### src/rtl/battery_charge_state_controller_macros.svh
// Assertion macros for the battery charge state controller.
`ifndef BATTERY_CHARGE_STATE_CONTROLLER_MACROS_SVH
`define BATTERY_CHARGE_STATE_CONTROLLER_MACROS_SVH

`ifndef SYNTHESIS
`define BCSC_ASSERT(label, clk, rstn, prop) \
    label: assert property (@(posedge clk) disable iff (!rstn) prop) \
        else $error("bcsc assertion failed");
`define BCSC_ASSERT_NEXT(label, clk, rstn, ante, cons) \
    label: assert property (@(posedge clk) disable iff (!rstn) (ante) |=> (cons)) \
        else $error("bcsc assertion failed");
`else
`define BCSC_ASSERT(label, clk, rstn, prop)
`define BCSC_ASSERT_NEXT(label, clk, rstn, ante, cons)
`endif

`endif

### src/rtl/bcsc_pkg.sv
// Types and constants of the battery charge state controller.
package bcsc_pkg;

    localparam int CELL_W      = 16;
    localparam int CFG_IDX_W   = 3;
    localparam int CFG_DATA_W  = 16;
    localparam int CURRENT_W   = 15;

    localparam logic [CFG_IDX_W-1:0] CFG_CRIT_MASK    = 3'd0;
    localparam logic [CFG_IDX_W-1:0] CFG_LINK_MASK    = 3'd1;
    localparam logic [CFG_IDX_W-1:0] CFG_CELL_MIN     = 3'd2;
    localparam logic [CFG_IDX_W-1:0] CFG_CELL_MAX     = 3'd3;
    localparam logic [CFG_IDX_W-1:0] CFG_CHARGE_DET   = 3'd4;
    localparam logic [CFG_IDX_W-1:0] CFG_CHARGE_STOP  = 3'd5;

    localparam logic [15:0]          RST_CRIT_MASK    = 16'hFFFE;
    localparam logic [15:0]          RST_LINK_MASK    = 16'h0001;
    localparam logic [15:0]          RST_CELL_MIN     = 16'd2500;
    localparam logic [15:0]          RST_CELL_MAX     = 16'd4300;
    localparam logic [14:0]          RST_CHARGE_DET   = 15'd100;
    localparam logic [14:0]          RST_CHARGE_STOP  = 15'd30;

    typedef enum logic [2:0] {
        ST_INIT        = 3'd0,
        ST_SELF_CHECK  = 3'd1,
        ST_IDLE        = 3'd2,
        ST_CHARGE_READY = 3'd3,
        ST_CHARGING    = 3'd4,
        ST_FAULT       = 3'd5
    } state_t;

    typedef struct packed {
        logic [15:0]              fault_flags;
        logic                     charge_request;
        logic                     charger_connected;
        logic                     emergency_stop;
        logic                     sensors_ready;
        logic signed [15:0]       pack_current_ma;
        logic [63:0]              cell_voltages;
        logic                     permit_request;
    } in_item_t;

    typedef struct packed {
        logic [2:0]               fsm_state;
        logic                     permit_granted;
    } out_item_t;

    typedef struct packed {
        logic [15:0]              critical_fault_mask;
        logic [15:0]              link_timeout_mask;
        logic [CELL_W-1:0]        cell_min_mv;
        logic [CELL_W-1:0]        cell_max_mv;
        logic [CURRENT_W-1:0]     charge_on_ma;
        logic [CURRENT_W-1:0]     charge_off_ma;
    } cfg_t;

endpackage

### src/rtl/battery_charge_state_controller.sv
// Battery charge state controller top level: config registers, lanes, FSM, output skid.
// Each result is registered in the output register, or in the skid entry while m_ready is low.
// Throughput: one item per cycle while the skid entry is empty; s_ready is low while it holds a result.
// A two-entry output buffer keeps s_ready high while one result waits on m_ready.
// Reset (synchronous, aresetn low): state to init, registers to defaults, buffer empty.
`include "battery_charge_state_controller_macros.svh"

module battery_charge_state_controller #(
    parameter int CELL_COUNT = 4
) (
    input  logic                                aclk,
    input  logic                                aresetn,
    input  logic                                s_valid,
    output logic                                s_ready,
    input  bcsc_pkg::in_item_t                  s_data,
    output logic                                m_valid,
    input  logic                                m_ready,
    output bcsc_pkg::out_item_t                 m_data,
    input  logic                                cfg_valid,
    output logic                                cfg_ready,
    input  logic [bcsc_pkg::CFG_IDX_W-1:0]      cfg_index,
    input  logic [bcsc_pkg::CFG_DATA_W-1:0]     cfg_data
);

    bcsc_pkg::cfg_t       cfg_reg;
    bcsc_pkg::cfg_t       cfg_next;
    bcsc_pkg::out_item_t  result;
    bcsc_pkg::out_item_t  out_reg;
    bcsc_pkg::out_item_t  out_next;
    bcsc_pkg::out_item_t  skid_reg;
    bcsc_pkg::out_item_t  skid_next;
    logic                 out_valid_reg;
    logic                 out_valid_next;
    logic                 skid_valid_reg;
    logic                 skid_valid_next;
    logic                 accept_in;
    logic [CELL_COUNT-1:0] lane_ok;

    assign cfg_ready = 1'b1;
    assign s_ready   = !skid_valid_reg;
    assign accept_in = s_valid && s_ready;
    assign m_valid   = out_valid_reg;
    assign m_data    = out_reg;

    always_comb begin
        cfg_next = cfg_reg;
        if (cfg_valid) begin
            unique case (cfg_index)
                bcsc_pkg::CFG_CRIT_MASK:   cfg_next.critical_fault_mask = cfg_data;
                bcsc_pkg::CFG_LINK_MASK:   cfg_next.link_timeout_mask   = cfg_data;
                bcsc_pkg::CFG_CELL_MIN:    cfg_next.cell_min_mv         = cfg_data;
                bcsc_pkg::CFG_CELL_MAX:    cfg_next.cell_max_mv         = cfg_data;
                bcsc_pkg::CFG_CHARGE_DET:
                    cfg_next.charge_on_ma  = cfg_data[bcsc_pkg::CURRENT_W-1:0];
                bcsc_pkg::CFG_CHARGE_STOP:
                    cfg_next.charge_off_ma = cfg_data[bcsc_pkg::CURRENT_W-1:0];
                default: cfg_next = cfg_reg;
            endcase
        end
    end

    always_ff @(posedge aclk) begin
        if (!aresetn) begin
            cfg_reg.critical_fault_mask <= bcsc_pkg::RST_CRIT_MASK;
            cfg_reg.link_timeout_mask   <= bcsc_pkg::RST_LINK_MASK;
            cfg_reg.cell_min_mv         <= bcsc_pkg::RST_CELL_MIN;
            cfg_reg.cell_max_mv         <= bcsc_pkg::RST_CELL_MAX;
            cfg_reg.charge_on_ma        <= bcsc_pkg::RST_CHARGE_DET;
            cfg_reg.charge_off_ma       <= bcsc_pkg::RST_CHARGE_STOP;
        end else begin
            cfg_reg <= cfg_next;
        end
    end

    for (genvar i = 0; i < CELL_COUNT; i++) begin : g_lane
        bcsc_cell_lane u_lane (
            .cell_mv   (s_data.cell_voltages[bcsc_pkg::CELL_W*i +: bcsc_pkg::CELL_W]),
            .min_mv    (cfg_reg.cell_min_mv),
            .max_mv    (cfg_reg.cell_max_mv),
            .in_window (lane_ok[i])
        );
    end

    bcsc_fsm #(
        .CELL_COUNT (CELL_COUNT)
    ) u_fsm (
        .aclk    (aclk),
        .aresetn (aresetn),
        .advance (accept_in),
        .item    (s_data),
        .cfg     (cfg_reg),
        .lane_ok (lane_ok),
        .result  (result)
    );

    // output register plus skid entry
    always_comb begin
        out_next        = out_reg;
        out_valid_next  = out_valid_reg;
        skid_next       = skid_reg;
        skid_valid_next = skid_valid_reg;
        if (!out_valid_reg || m_ready) begin
            if (skid_valid_reg) begin
                out_next        = skid_reg;
                out_valid_next  = 1'b1;
                skid_valid_next = 1'b0;
            end else begin
                out_next       = result;
                out_valid_next = accept_in;
            end
        end else if (accept_in) begin
            skid_next       = result;
            skid_valid_next = 1'b1;
        end
    end

    always_ff @(posedge aclk) begin
        if (!aresetn) begin
            out_valid_reg  <= 1'b0;
            skid_valid_reg <= 1'b0;
        end else begin
            out_valid_reg  <= out_valid_next;
            skid_valid_reg <= skid_valid_next;
        end
    end

    always_ff @(posedge aclk) begin
        out_reg  <= out_next;
        skid_reg <= skid_next;
    end

    `BCSC_ASSERT_NEXT(a_accept_gives_result, aclk, aresetn, accept_in, m_valid)
    `BCSC_ASSERT(a_skid_behind_out, aclk, aresetn, skid_valid_reg |-> out_valid_reg)
    `BCSC_ASSERT_NEXT(a_cfg_min_written, aclk, aresetn, cfg_valid && cfg_index == bcsc_pkg::CFG_CELL_MIN, cfg_reg.cell_min_mv == $past(cfg_data))

endmodule

### src/rtl/bcsc_cell_lane.sv
// One cell lane: checks a cell voltage against the configured window.
module bcsc_cell_lane (
    input  logic [bcsc_pkg::CELL_W-1:0] cell_mv,
    input  logic [bcsc_pkg::CELL_W-1:0] min_mv,
    input  logic [bcsc_pkg::CELL_W-1:0] max_mv,
    output logic                        in_window
);

    assign in_window = (cell_mv >= min_mv) && (cell_mv <= max_mv);

endmodule

### src/rtl/bcsc_fsm.sv
// Charge state machine with lane merge and permit forcing.
`include "battery_charge_state_controller_macros.svh"

module bcsc_fsm #(
    parameter int CELL_COUNT = 4
) (
    input  logic                   aclk,
    input  logic                   aresetn,
    input  logic                   advance,
    input  bcsc_pkg::in_item_t     item,
    input  bcsc_pkg::cfg_t         cfg,
    input  logic [CELL_COUNT-1:0]  lane_ok,
    output bcsc_pkg::out_item_t    result
);

    bcsc_pkg::state_t state_reg;
    bcsc_pkg::state_t state_next;
    bcsc_pkg::state_t target;
    logic             cells_ok;
    logic             critical;
    logic             link_ok;
    logic             wants;
    logic             above_detect;
    logic             below_stop;
    logic             permit;

    // merge of the lane results, fault masks, charge request and current thresholds
    assign cells_ok     = &lane_ok;
    assign critical     = |(item.fault_flags & cfg.critical_fault_mask);
    assign link_ok      = ~|(item.fault_flags & cfg.link_timeout_mask);
    assign wants        = item.charge_request && item.charger_connected && !item.emergency_stop;
    assign above_detect = item.pack_current_ma > $signed({1'b0, cfg.charge_on_ma});
    assign below_stop   = item.pack_current_ma < $signed({1'b0, cfg.charge_off_ma});

    always_comb begin
        target = state_reg;
        unique case (state_reg)
            bcsc_pkg::ST_INIT: begin
                target = bcsc_pkg::ST_SELF_CHECK;
            end
            bcsc_pkg::ST_SELF_CHECK: begin
                target = (item.sensors_ready && cells_ok) ? bcsc_pkg::ST_IDLE
                                                          : bcsc_pkg::ST_FAULT;
            end
            bcsc_pkg::ST_IDLE: begin
                priority if (critical) begin
                    target = bcsc_pkg::ST_FAULT;
                end else if (item.permit_request && link_ok && wants) begin
                    target = bcsc_pkg::ST_CHARGE_READY;
                end else begin
                    target = bcsc_pkg::ST_IDLE;
                end
            end
            bcsc_pkg::ST_CHARGE_READY: begin
                priority if (critical) begin
                    target = bcsc_pkg::ST_FAULT;
                end else if (above_detect) begin
                    target = bcsc_pkg::ST_CHARGING;
                end else if (!link_ok || !wants) begin
                    target = bcsc_pkg::ST_IDLE;
                end else begin
                    target = bcsc_pkg::ST_CHARGE_READY;
                end
            end
            bcsc_pkg::ST_CHARGING: begin
                priority if (critical) begin
                    target = bcsc_pkg::ST_FAULT;
                end else if (!wants || below_stop) begin
                    target = bcsc_pkg::ST_IDLE;
                end else begin
                    target = bcsc_pkg::ST_CHARGING;
                end
            end
            bcsc_pkg::ST_FAULT: begin
                target = critical ? bcsc_pkg::ST_FAULT : bcsc_pkg::ST_IDLE;
            end
            default: begin
                target = bcsc_pkg::ST_FAULT;
            end
        endcase
    end

    always_comb begin
        state_next = advance ? target : state_reg;
    end

    always_comb begin
        permit = item.permit_request;
        if (state_reg != bcsc_pkg::ST_INIT && state_reg != bcsc_pkg::ST_SELF_CHECK &&
            state_reg != bcsc_pkg::ST_IDLE && state_reg != bcsc_pkg::ST_CHARGE_READY &&
            state_reg != bcsc_pkg::ST_CHARGING) begin
            permit = 1'b0;
        end
        if (target != state_reg && target != bcsc_pkg::ST_CHARGE_READY &&
            target != bcsc_pkg::ST_CHARGING) begin
            permit = 1'b0;
        end
        result.fsm_state      = target;
        result.permit_granted = permit;
    end

    always_ff @(posedge aclk) begin
        if (!aresetn) begin
            state_reg <= bcsc_pkg::ST_INIT;
        end else begin
            state_reg <= state_next;
        end
    end

    `BCSC_ASSERT_NEXT(a_init_to_check, aclk, aresetn, advance && state_reg == bcsc_pkg::ST_INIT, state_reg == bcsc_pkg::ST_SELF_CHECK)
    `BCSC_ASSERT_NEXT(a_hold_when_idle, aclk, aresetn, !advance, $stable(state_reg))
    `BCSC_ASSERT(a_fault_no_permit, aclk, aresetn, (state_reg == bcsc_pkg::ST_FAULT) |-> !result.permit_granted)

endmodule
### config.mk
export PLATFORM = sky130hd
export DESIGN_NAME = battery_charge_state_controller
export DESIGN_NICKNAME = d
export VERILOG_FILES = /design/src/rtl/bcsc_pkg.sv /design/src/rtl/battery_charge_state_controller.sv /design/src/rtl/bcsc_cell_lane.sv /design/src/rtl/bcsc_fsm.sv
export VERILOG_INCLUDE_DIRS = /design/src /design/src/rtl
export SDC_FILE = /design/constraint.sdc
export NUM_CORES = 1
export LEC_CHECK = 0
export CORE_MARGIN = 5
export CORE_UTILIZATION = 55
export DETAILED_ROUTE_END_ITERATION = 10
export DONT_BUFFER_PORTS = 1
export HOLD_SLACK_MARGIN = 0.08
export PLACE_DENSITY = 0.78
export SYNTH_ARGS = -nofsm -noshare
export SYNTH_HDL_FRONTEND = slang
export SYNTH_SLANG_ARGS = --single-unit
### constraint.sdc
create_clock -name aclk -period 3 [get_ports aclk]
set_input_delay 0.6 -clock aclk [delete_from_list [all_inputs] [get_ports aclk]]
set_output_delay 0.6 -clock aclk [all_outputs]
set_load 0.01 [all_outputs]
==> run metrics, run 1 <==
status finished clean; initial antenna violation count 0; nets@finish 1233; Mapped Area 7920 um^2; Core Region approximately 14000 um^2; Max VDD drop 363 uV; worst-margin pin slew 733 ps; initial DRC count 486; Largest register FFs 94; I/O Buffers 0; post-synth cell types a little over 60; largest net degree at the start of global routing 100; Async S/R FF share, synth 0; LEAKAGE 3.54 nW; worst-path fanout max 3; RSZ-0062 raised after global routing true; Die Wd 130 um; Vias/cell ~6.0; top cell type's share of synthesized area 0.250; CTS tree built; critical path class reg2reg; syn_nets about 1200; Req. time, crit path 3100 ps; die area 16900 um^2; via count of the first global-routing pass roughly 6600; CTS Hold Bufs 0; Critical Path Sink m_data[2]; Max Clock Skew 4.43 ps; Hold WS about 360 ps; Routed WL 21.3 mm; antenna viol nets, final 0; DRT Pass-1 Iters 5; Setup-failing EPs final 0; starting density of the core 0.566; area delta synth->final 7.37%; H-tree depth 3; drc violations 0; Final Critical Period 2960 ps; fraction of layout cells with a size suffix above 1 0.0586; reg2reg start cfg_reg[9]; Yosys reg bits 107; Mapped Cells 965; syn avg cell area 8.20 um^2; Critical R2R Capture m_data[2]; Final GP Congestion 0.881; top cell types by occurrence after synthesis nand2_1 (207), ha_1 (157), dfxtp_1 (99), inv_1 (72), a21boi_0 (61); warnings from Yosys 0; Global Route Usage Sum 0.254; Crit. End Element register; routing usage on met1 0.327; max cap viols 0; critical path startpoint cfg_reg[9]; dominant cell type by area after synthesis dfxtp_1; largest cells by area after synthesis dfxtp_1 (25%), ha_1 (25%), nand2_1 (9.8%); Final Hold Vio Count 0; clock buffer count from CTS 9; Longest Clk Path Bufs 2; final setup TNS 0 ps; Post-synth top flop dfxtp_1; Worst-Skew Late Latency 350 ps; relative slew slack 0.511; die height 130 um; Worst EP arrival 3060 ps; flop2flop setup slack 40 ps; routed length per instance 18.8 um; Fmax 338 MHz; met3 Use GR 0.0798; total chip power 0.00330 W; PD cells 389 nW/um^2; Hold Crit Class in2reg; met2 GRT Util 0.411; boundary pin count around 130; gr ovfl total 0; top-count cell post-synth nand2_1; via count 6768; fin crit share 0.986; GRT busiest layer met2; EDFF count, synth 8; number of clock sinks about 110; Clk pin slew, worst setup/hold paths 70 ps; FP Rows 43; first-pass GRT wire length 33.7 mm; register area share after synthesis 0.281; Worst Reg2Reg Path Length in Cells 10; # diodes 0; startpoint types register; Root Buffer Master clkbuf_16; hpwl dp roughly 17 mm; count of pins over their slew limit 0
## through the flow
stage           util  instances  area [um^2]  setup slack (ps)
2_1_floorplan      -        965         7950              12.0
3_3_place_gp   0.580       1120         8110              -228
3_5_place_dp   0.580       1120         8110              -259
4_1_cts        0.604       1135         8450              13.6
5_1_grt        0.608       1135         8500             -37.9
6_report       0.608       1135         8500              41.8
## kinds of logic after synthesis
logic type | synth area share
and+or+nand+nor | 0.202
DFF | 0.281
other | 0.000474
muxes | 0.00142
adders and majority gates | 0.248
buffers and inverters | 0.0498
AOI/OAI and AO/OA | 0.218
## critical path: stages (launching register included)
cell and delay (ps):
dfxtp_2 330, inv_2 40, ha_4 260, nand4_1 120, or4_1 550, or4_4 440
a31oi_4 250, or2_1 160, a21oi_2 60, a31o_2 240, mux2_4 250
## report_power, final
group / total (W) / switching, W / internal, W
registers: 0.00151 / 0.0000306 / 0.00148
clock network: 0.00126 / 0.000518 / 0.000747
logic: 0.000523 / 0.000285 / 0.000237
total: 0.00330 / 0.000834 / 0.00247
## how the worst min path moves through the flow
| stage | startpoint | endpoint | cells past startpoint |
|---|---|---|---|
| CTS | aresetn | cfg_reg[83] | 1 |
| global route | aresetn | cfg_reg[83] | 1 |
| global placement | cfg_reg[77] | cfg_reg[77] | 2 |
| detailed placement | cfg_reg[77] | cfg_reg[77] | 2 |
| floorplan | cfg_reg[77] | cfg_reg[77] | 2 |
| finish | aresetn | cfg_reg[83] | 1 |
## layout make-up
class	instances	area [um^2]
Inverter	72	270
Tap cell	180	225
Clock inverter	5	77.6
Timing Repair Buffer	7	52.6
Sequential cell	107	2230
Multi-Input combinational cell	754	5410
Clock buffer	10	239
Fill cell	1274	5490
## per-layer routing
metal / vias to the layer above / wire (um)
met5: - / 0
met4: 0 / 465
met3: 41 / 1940
met2: 209 / 9820
met1: 3111 / 9120
li1: 3407 / -
## timing repair
item,in CTS,in global routing
pin swaps,4,7
buffers inserted,0,0
resized for setup,4,13
endpoints found under the setup margin,2,4
## placed cells by master (no fill, tap or decap), drive strengths merged, types with 4 or more instances in the layout
cell and count:
a211oi 4, a21boi 62, a21o 23, a21oi 60, a221oi 7, a22o 10, a22oi 4, and3 8
buf 7, clkbuf 10, dfxtp 99, edfxtp 8, ha 157, inv 72, nand2 208, nand2b 9
nand3 25, nand4 25, nand4b 4, nor2 28, nor2b 15, nor3 5, nor4 5, o211ai 22
o21ai 34
Power figures use the tool's default switching activity.
==> run 2, diff against run 1 <==
==> constraint.sdc (replaced) <==
create_clock -name aclk -period 3 [get_ports aclk]
set_input_delay 0.45 -clock aclk [delete_from_list [all_inputs] [get_ports aclk]]
set_output_delay 0.45 -clock aclk [all_outputs]
set_load 0.01 [all_outputs]
==> run 2 against run 1 <==
Compared with the run above: final area fell by 0.38%; power fell by 0.27%; critical path type unchanged; register-to-register slack improved by 20 ps; wire length rose by 1.4%; sequential share of layout area rose by 0.086 points; largest cell class unchanged; flip-flop and latch count did not move; clock-buffer cell count rose by 1.
==> run metrics, run 2 (synthesized netlist as in run 1, its figures left out) <==
Global Route Usage Sum 0.258; Longest Clk Path Bufs 2; starting density of the core 0.566; worst-margin pin slew 769 ps; Max VDD drop between 200 and 300 uV; largest net degree at the start of global routing 100; Clk pin slew, worst setup/hold paths 70 ps; max cap viols 0; flop2flop setup slack 60 ps; most used cell, CP or4_4; I/O Buffers 0; crit path cell chain inv_1 > ha_4 > nand4b_4 > or4_4 > or4_4 > a31oi_4 > or2_1 > a21oi_2 > a31o_2 > mux2_4; drc violations 0; hold_sp aresetn; Max Clock Skew 5.63 ps; Die Wd 130 um; Worst-Skew Late Latency 350 ps; # diodes 0; routed length per instance 19.0 um; boundary pin count 132; Fmax roughly 340 MHz; Fillers 1261; LEAKAGE 3.54 nW; hold path depth 1; Worst EP arrival 3040 ps; initial antenna violation count 0; number of buffers and inverters on the critical path 1; gr ovfl total 0; fin crit share 0.980; hpwl dp between 15 and 20 mm; Root Buffer Master clkbuf_16; relative slew slack 0.488; Final Critical Period 2940 ps; status finished clean; die height 130 um; commonest cells after routing, fill and taps aside nand2_1 (207), ha_1 (152), dfxtp_1 (96); PD cells 389 nW/um^2; critical path's largest stage delay 540 ps; Crit-path slowest cell or4_4; CTS Hold Bufs 0; final core utilization 0.605; register area 2230 um^2; critical path class reg2reg; fraction of layout cells with a size suffix above 1 0.0533; clock buffer count from CTS 9; startpoint types register; nets@finish between 1000 and 1500; delay-heaviest family, CP simple AND/OR/NAND/NOR gates; Routed WL 21.6 mm; DRT Pass-1 Iters 5; final std cells w/o fill between 1000 and 1500; multi-input logic area 5380 um^2; CTS tree built; H-tree depth 3; die area approximately 17000 um^2; Final Hold Vio Count 0; Crit. End Element register; Req. time, crit path just over 3000 ps; via count of the first global-routing pass 6629; final setup TNS 0 ps; first-pass GRT wire length approximately 34 mm; Core Region 14000 um^2; commonest non-fill, non-tap cell in the layout nand2_1; DP Cell Count 1121; area delta synth->final 6.96%; Setup-failing EPs final 0; RSZ-0062 raised after global routing true; Worst Reg2Reg Path Length in Cells 10; worst-path fanout max 3; Final GP Congestion ~0.9; antenna viol nets, final 0; Critical R2R Capture m_data[2]; Vias/cell 6.07; reg2reg start cfg_reg[14]; via count around 6900; count of pins over their slew limit 0; Hold Crit Class in2reg; Hold EP cfg_reg[79]; initial DRC count 562; FP Rows 43; number of clock sinks approximately 110; Largest register FFs 94
-- run 2: changes by cell type in the layout (fill, tap and decap cells not counted), sizes merged --
cell,change
buf,+1
inv,+1
clkinvlp,-1
clkbuf,+1
-- run 2: metrics by stage --
| step | setup WS (ps) | area (um^2) | hold slack [ps] | total power, W |
|---|---|---|---|---|
| finish | 60.7 | 8470 | 194 | 0.00329 |
| global route | -26.1 | 8470 | 190 | 0.00345 |
| CTS | 6.14 | 8420 | 182 | 0.00329 |
| detailed placement | -201 | 8080 | 454 | 0.00205 |
| global placement | -147 | 8080 | 449 | 0.00203 |
| floorplan | 78.0 | 7920 | 435 | 0.00194 |
-- run 2: final cells by class --
class	count	share of cell area
sequential	107	0.263
inverter	72	0.0319
multi-input combinational	754	0.635
tap	180	0.0266
timing repair buffer	8	0.00709
clock inverter	5	0.00902
clock buffer	11	0.0275
-- run 2: worst max-delay path by stage --
| stage | start | endpoint | depth (start not counted) | slack (ps) |
|---|---|---|---|---|
| after floorplan | s_data[78] | m_data[0] | 9 | 80 |
| after global placement | s_data[78] | m_data[0] | 9 | -150 |
| after detailed placement | s_data[78] | m_data[0] | 9 | -200 |
| after CTS | cfg_reg[9] | m_data[2] | 10 | 6 |
| after global routing | cfg_reg[12] | m_data[2] | 10 | -30 |
| final | cfg_reg[14] | m_data[2] | 10 | 60 |
-- run 2: worst reg2reg max path: cells and delay by family, from the launching register on --
kind,cells,cell delay [ps]
flip-flops,1,330
adder cells (fa/ha/maj),1,280
multiplexers,1,250
AO/OA/AOI/OAI,3,530
AND/OR/NAND/NOR,4,1250
buffers and inverters,1,60
-- run 2: timing repair --
item	in CTS	in global routing
endpoints found under the setup margin	2	5
buffers inserted	0	0
pin swaps	3	4
gates resized for setup	4	10
-- run 2: metal layers --
metal	global-route usage	wire, um	vias to the layer above
met1	0.326	9130	3216
li1	-	-	3411
met3	0.0729	1810	41
met2	0.431	10200	228
met5	0	0	-
met4	0.0721	471	0
-- run 2: where the power goes --
| group | switching (W) | internal (W) |
|---|---|---|
| combinational | 0.000288 | 0.000236 |
| sequential | 0.0000303 | 0.00148 |
| clock | 0.000525 | 0.000730 |
| total | 0.000843 | 0.00245 |
